## src/sv/ks_pkg.sv

```systemverilog
package ks_pkg;

  // Field widths of the item and result words.
  localparam int WEIGHT_W = 8;
  localparam int IN_VALUE_W = 8;
  localparam int VALUE_W = 13;
  localparam int IDX_W = 5;
  localparam int CAP_W = 8;

  // Table entries saturate at the largest 13-bit value.
  localparam logic [VALUE_W-1:0] VALUE_MAX = {VALUE_W{1'b1}};

  // A solve emits at most this many result words.
  localparam int RESULT_CAP = 32;
  localparam int KW = $clog2(RESULT_CAP + 1);

  // Register port geometry.
  localparam int DATA_W = 32;
  localparam int ADDR_W = 3;

  // Register index, taken from paddr[2].
  localparam logic REG_CAPACITY = 1'b0;

  // Solver sequencer states.
  typedef enum logic [5:0] {
    S_IDLE    = 6'b000001,
    S_FILL    = 6'b000010,
    S_BT_INIT = 6'b000100,
    S_BT_RD   = 6'b001000,
    S_BT_EVAL = 6'b010000,
    S_FINISH  = 6'b100000
  } ks_state_t;

endpackage

```

## src/sv/ks_cfg_regs.sv

```systemverilog
module ks_cfg_regs import ks_pkg::*; (
  input  logic              clk,
  input  logic              rst_n,
  input  logic              psel,
  input  logic              penable,
  input  logic              pwrite,
  input  logic [ADDR_W-1:0] paddr,
  input  logic [DATA_W-1:0] pwdata,
  output logic [DATA_W-1:0] prdata,
  output logic              pready,
  output logic [CAP_W-1:0]  capacity
);

  logic [CAP_W-1:0] capacity_r;
  logic             hit_cap;

  // Word select; the low address bits pick a byte lane and are not decoded.
  assign hit_cap = (paddr[2] == REG_CAPACITY);

  // Capacity register, written in the access phase.
  always_ff @(posedge clk) begin
    if (!rst_n) begin
      capacity_r <= '0;
    end else if (psel && penable && pwrite && hit_cap) begin
      capacity_r <= pwdata[CAP_W-1:0];
    end
  end

  // Read back; addresses beyond the register list read as zero.
  assign prdata   = hit_cap ? {{(DATA_W-CAP_W){1'b0}}, capacity_r} : '0;
  assign pready   = 1'b1;
  assign capacity = capacity_r;

endmodule

```

## config.mk

```make
export PLATFORM = sky130hd
export DESIGN_NAME = ks_cfg_regs
export DESIGN_NICKNAME = d
export VERILOG_FILES = /design/src/sv/ks_pkg.sv /design/src/sv/ks_cfg_regs.sv
export SDC_FILE = /design/constraint.sdc
export NUM_CORES = 1
export LEC_CHECK = 0
export BUFFER_PORTS_ARGS = -buffer_cell sky130_fd_sc_hd__buf_2
export CAP_MARGIN = 20
export CORE_MARGIN = 1.5
export CORE_UTILIZATION = 30
export DETAILED_ROUTE_END_ITERATION = 8
export GPL_TIMING_DRIVEN = 0
export PLACE_DENSITY_LB_ADDON = 0.2
export SLEW_MARGIN = 20
export SYNTH_ARGS = -nofsm -noshare
export SYNTH_HDL_FRONTEND = slang
export SYNTH_SLANG_ARGS = --single-unit
```

## constraint.sdc

```tcl
create_clock -name clk -period 0.9 [get_ports clk]
set_input_delay 0.18 -clock clk [delete_from_list [all_inputs] [get_ports clk]]
set_output_delay 0.18 -clock clk [all_outputs]
set_load 0.01 [all_outputs]
```

* Yosys cells after proc, flatten, opt, wreduce, memory -nomap -nowiden
Index checks and enable logic that the tools add are counted.
Operators by class: multiplexer cells 1, bitwise logic cells 1, reduce and logical (&&, ||, !) cells 3
Operators with widths (number):
- 8-bit two-way mux | 1
- 1-bit logical AND | 3
- 1-bit inverter | 1
Storage, ports and cells: bits in registers 8, bits of input ports 40, output and inout bits 41, logic and storage cells 6

* Logic depth before layout (Yosys ltp)
depth in word-level cells 3, depth in mapped cells 4

* Worst setup path after synthesis
OpenSTA, ideal clock, no wires.
path kind input port to flip-flop, start input port paddr[2], end register capacity_r[0], in the netlist capacity[0], arrival 718 ps, data required time 828 ps, setup slack 111 ps, stages 3, path buffers 1, cell sequence and4b_1 > buf_6 > mux2i_1
Between the ends: cells in the longest elaborated chain, start to end 2
Ends and longest elaborated chain:
- start: declaration | RTL line ks_cfg_regs.sv:7 | input logic [ADDR_W-1:0] paddr,
- 1-bit inverter | RTL line ks_cfg_regs.sv:18 | assign hit_cap = (paddr[2] == REG_CAPACITY);
- 1-bit logical AND | RTL line ks_cfg_regs.sv:24 | end else if (psel && penable && pwrite && hit_cap) begin
- end signal: assignment | RTL line ks_cfg_regs.sv:25 | capacity_r <= pwdata[CAP_W-1:0];
- end: declaration | RTL line ks_cfg_regs.sv:14 | logic [CAP_W-1:0] capacity_r;
Every way passes these cells. A chain may end at the register's enable or synchronous reset.

* Worst setup path in the final report
start register capacity_r[4], in the netlist capacity[4], end output port prdata[4]
Between the ends: cells in the longest elaborated chain, start to end 1
Ends and longest elaborated chain:
- 8-bit two-way mux | RTL line ks_cfg_regs.sv:30 | assign prdata = hit_cap ? {{(DATA_W-CAP_W){1'b0}}, capacity_r} : '0;
- end: declaration | RTL line ks_cfg_regs.sv:9 | output logic [DATA_W-1:0] prdata,
Every way passes these cells.

==> impl_metrics.tcl <==
set metrics [dict create \
    area_growth_pct 76.3 \
    grt_overflow 0 \
    diodes 0 \
    largest_register_ffs 8 \
    core_area_um2 1800 \
    setup.worst_path.start_class "register" \
    vias 570 \
    synthXorXnorAreaFrac_pct 0 \
    failed_checks "setup timing" \
    synth_top_family_by_area "buffers and inverters" \
    setup_violations 14 \
    outcome "finished, violations left" \
    synth-adder-area-share_pct 0 \
    seqPwrFrac_pct 40.9 \
    r2r_slack_ns 0.13 \
    synthArstFlopShare_pct 0 \
    clk_pin_slew_ns 0.05 \
    nNetsFinal 174 \
    synthSimpleGateAreaFrac_pct 23.5 \
    p_sw_share_pct 27.0 \
    ys_warn_count 0 \
    finalCritPeriodShare_pct 118 \
    cp.arrival_ns 0.88 \
    cts_buffer_depth 2 \
    max_cap_viol_count 0 \
    p_comb_share_pct 28.6 \
    syn_area_um2 597 \
    highest_layer "met4" \
    wl_per_cell_um 9.30 \
    rsz0062_at_grt "yes" \
    synth_ff_type "dfxtp_1" \
    first_global_vias 504 \
    synth.area.top_cells "buf_4 31%, dfxtp_1 27%, mux2i_1 13%" \
    path_class "reg -> out" \
    dp_hpwl_um 975 \
    r2r_start "capacity[6]" \
    powerDensity_nw_per_um2 858 \
    track_usage_pct 13.1 \
    grt_pass1_wl_mm 2.01 \
    critPathCapture "prdata[4]" \
    synth_compound_area_share_pct 0 \
    drc 0 \
    hold_depth 3 \
    grt_max_degree 11 \
    firstDrtPassIters 4 \
    dr_wl_met3_um 145 \
    syn_avg_cell_area_um2 8.41 \
    drive_gt1_share_pct 62.1 \
    fmax_mhz 941 \
    start_util_pct 33.1 \
    antenna_found_initial 0 \
    clkSinkCount 8 \
    seq_area_frac_synth_pct 26.8 \
    yosysUniqueCellTypes 10 \
    ys_top_cells_by_count "25 x buf_4, 16 x nand2_1, 8 x and2b_2, 8 x dfxtp_1, 8 x mux2i_1" \
    cp.required_ns 0.72 \
    cts_buffers 3 \
    ant_nets 0 \
    die_w_um 47.6 \
    row_count 15 \
    ys_ff_latch 8 \
    viasPerCell 3.63 \
    dieHeight_um 47.6 \
    netlist.area_leader.share_pct 31.4 \
    htree_levels 1 \
    wl_met2_um 715 \
    hold_class "in -> reg" \
    p_int_mw 0.659 \
    io_buffers 28 \
    synth_enable_flop_cells 0 \
    place_congestion 0.635 \
    drt-initial-drc-count 3 \
    io_pins 81 \
    switching_power_mw 0.244 \
    synthMuxAreaShare_pct 13.4 \
    final_area_um2 1050 \
    die-area_um2 2270 \
    power.clock.fraction_pct 30.6 \
    met1Wirelength_um 573 \
    postCtsHoldBufs 0 \
    syn_inst 71 \
    root_buffer "clkbuf_4" \
    fillers 161 \
    dpl_cell_area_um2 855 \
    p_total_mw 0.903 \
    cts_tree "built" \
    slew_violations 0 \
    crit_path_start "capacity[4]" \
    end_kind "output pin" \
    timing.rr.end "capacity[6]" \
    p_leak_nw 0.596 \
    totalWireLength_mm 1.46 \
    setup_slack_ns -0.163 \
    synth_most_common_cell "buf_4" \
    cp_max_fo 3 \
    final-hold-violation-count 0 \
    insertion_delay_ns 0.25 \
    vdd_ir_drop_max_mv 0.469 \
    ff2ff_path_depth 4 \
    fin_worst_skew_ns 0 \
    min_period_ns 1.06 \
    synth_largest_area_cell "buf_4" \
]
[kinds of logic (layout without fill, tap and decap cells)]
kind of cell | count (synthesis) | after routing
buffers and inverters | 28 | 66
other | 2 | 25
flip-flops | 8 | 8
multiplexers | 8 | 8
AND/OR/NAND/NOR | 25 | 25
[placed cells by master (no fill, tap or decap)]
| cell type | netlist | routed |
|---|---|---|
| and2b_2 | 8 | 8 |
| and4b_1 | 1 | 1 |
| buf_2 | 1 | 14 |
| buf_4 | 25 | 27 |
| buf_6 | 1 | 21 |
| clkbuf_2 | 1 | 1 |
| clkbuf_4 | 0 | 3 |
| conb_1 | 2 | 25 |
| dfxtp_2 | 0 | 8 |
| mux2i_1 | 8 | 8 |
| nand2_1 | 16 | 16 |
[layer usage]
metal,up-vias,GRT usage (%)
met5,-,0
met4,0,6.49
met3,3,4.91
met2,40,25.4
met1,236,11.6
li1,291,-
[timing repair]
action                                  CTS  global route
buffers inserted                          5             2
endpoints found under the setup margin   16            16
pin swaps                                 0             0
gates resized for setup                  25             3
[worst min path at each step]
stage	from	endpoint	slack, ns
2_1_floorplan	pwdata[0]	capacity[0]	0.32
5_1_grt	pwdata[7]	capacity[7]	0.16
4_1_cts	pwdata[0]	capacity[0]	0.15
3_3_place_gp	pwdata[6]	capacity[6]	0.43
3_5_place_dp	pwdata[0]	capacity[0]	0.44
6_report	pwdata[0]	capacity[0]	0.17
[stage by stage]
stage          utilization (%)  hold slack, ns  setup TNS, ns  std cells  setup slack [ns]
4_1_cts                   56.7           0.155          -1.78        155            -0.173
5_1_grt                   58.4           0.159          -2.25        157            -0.209
2_1_floorplan                -           0.322              0         94             0.111
3_5_place_dp              47.4           0.440         -0.956        147            -0.129
3_3_place_gp              47.4           0.428         -0.930        147            -0.118
6_report                  58.4           0.165          -1.70        157            -0.163
[power groups by stage]
stage          clock network (mW)  registers, mW  logic (mW)
2_1_floorplan                   0          0.378       0.170
3_3_place_gp                    0          0.374       0.220
3_5_place_dp                    0          0.375       0.222
4_1_cts                     0.298          0.368       0.245
5_1_grt                     0.316          0.369       0.283
6_report                    0.276          0.369       0.258
[final cells by class]
type / instances / area [um2] / area share [%]
plain buffers: 28 / 209 / 19.9
clock buffers: 3 / 22.5 / 2.14
multi-input cells: 58 / 314 / 29.8
flip-flops and latches: 8 / 170 / 16.2
well taps: 25 / 31.3 / 2.97
repair buffers: 35 / 305 / 29.0
[critical path: stages (launching register included)]
cell and delay (ns):
dfxtp_2 0.32, and2b_2 0.19, buf_6 0.11
Note: power is estimated with default switching activity, not from simulation.
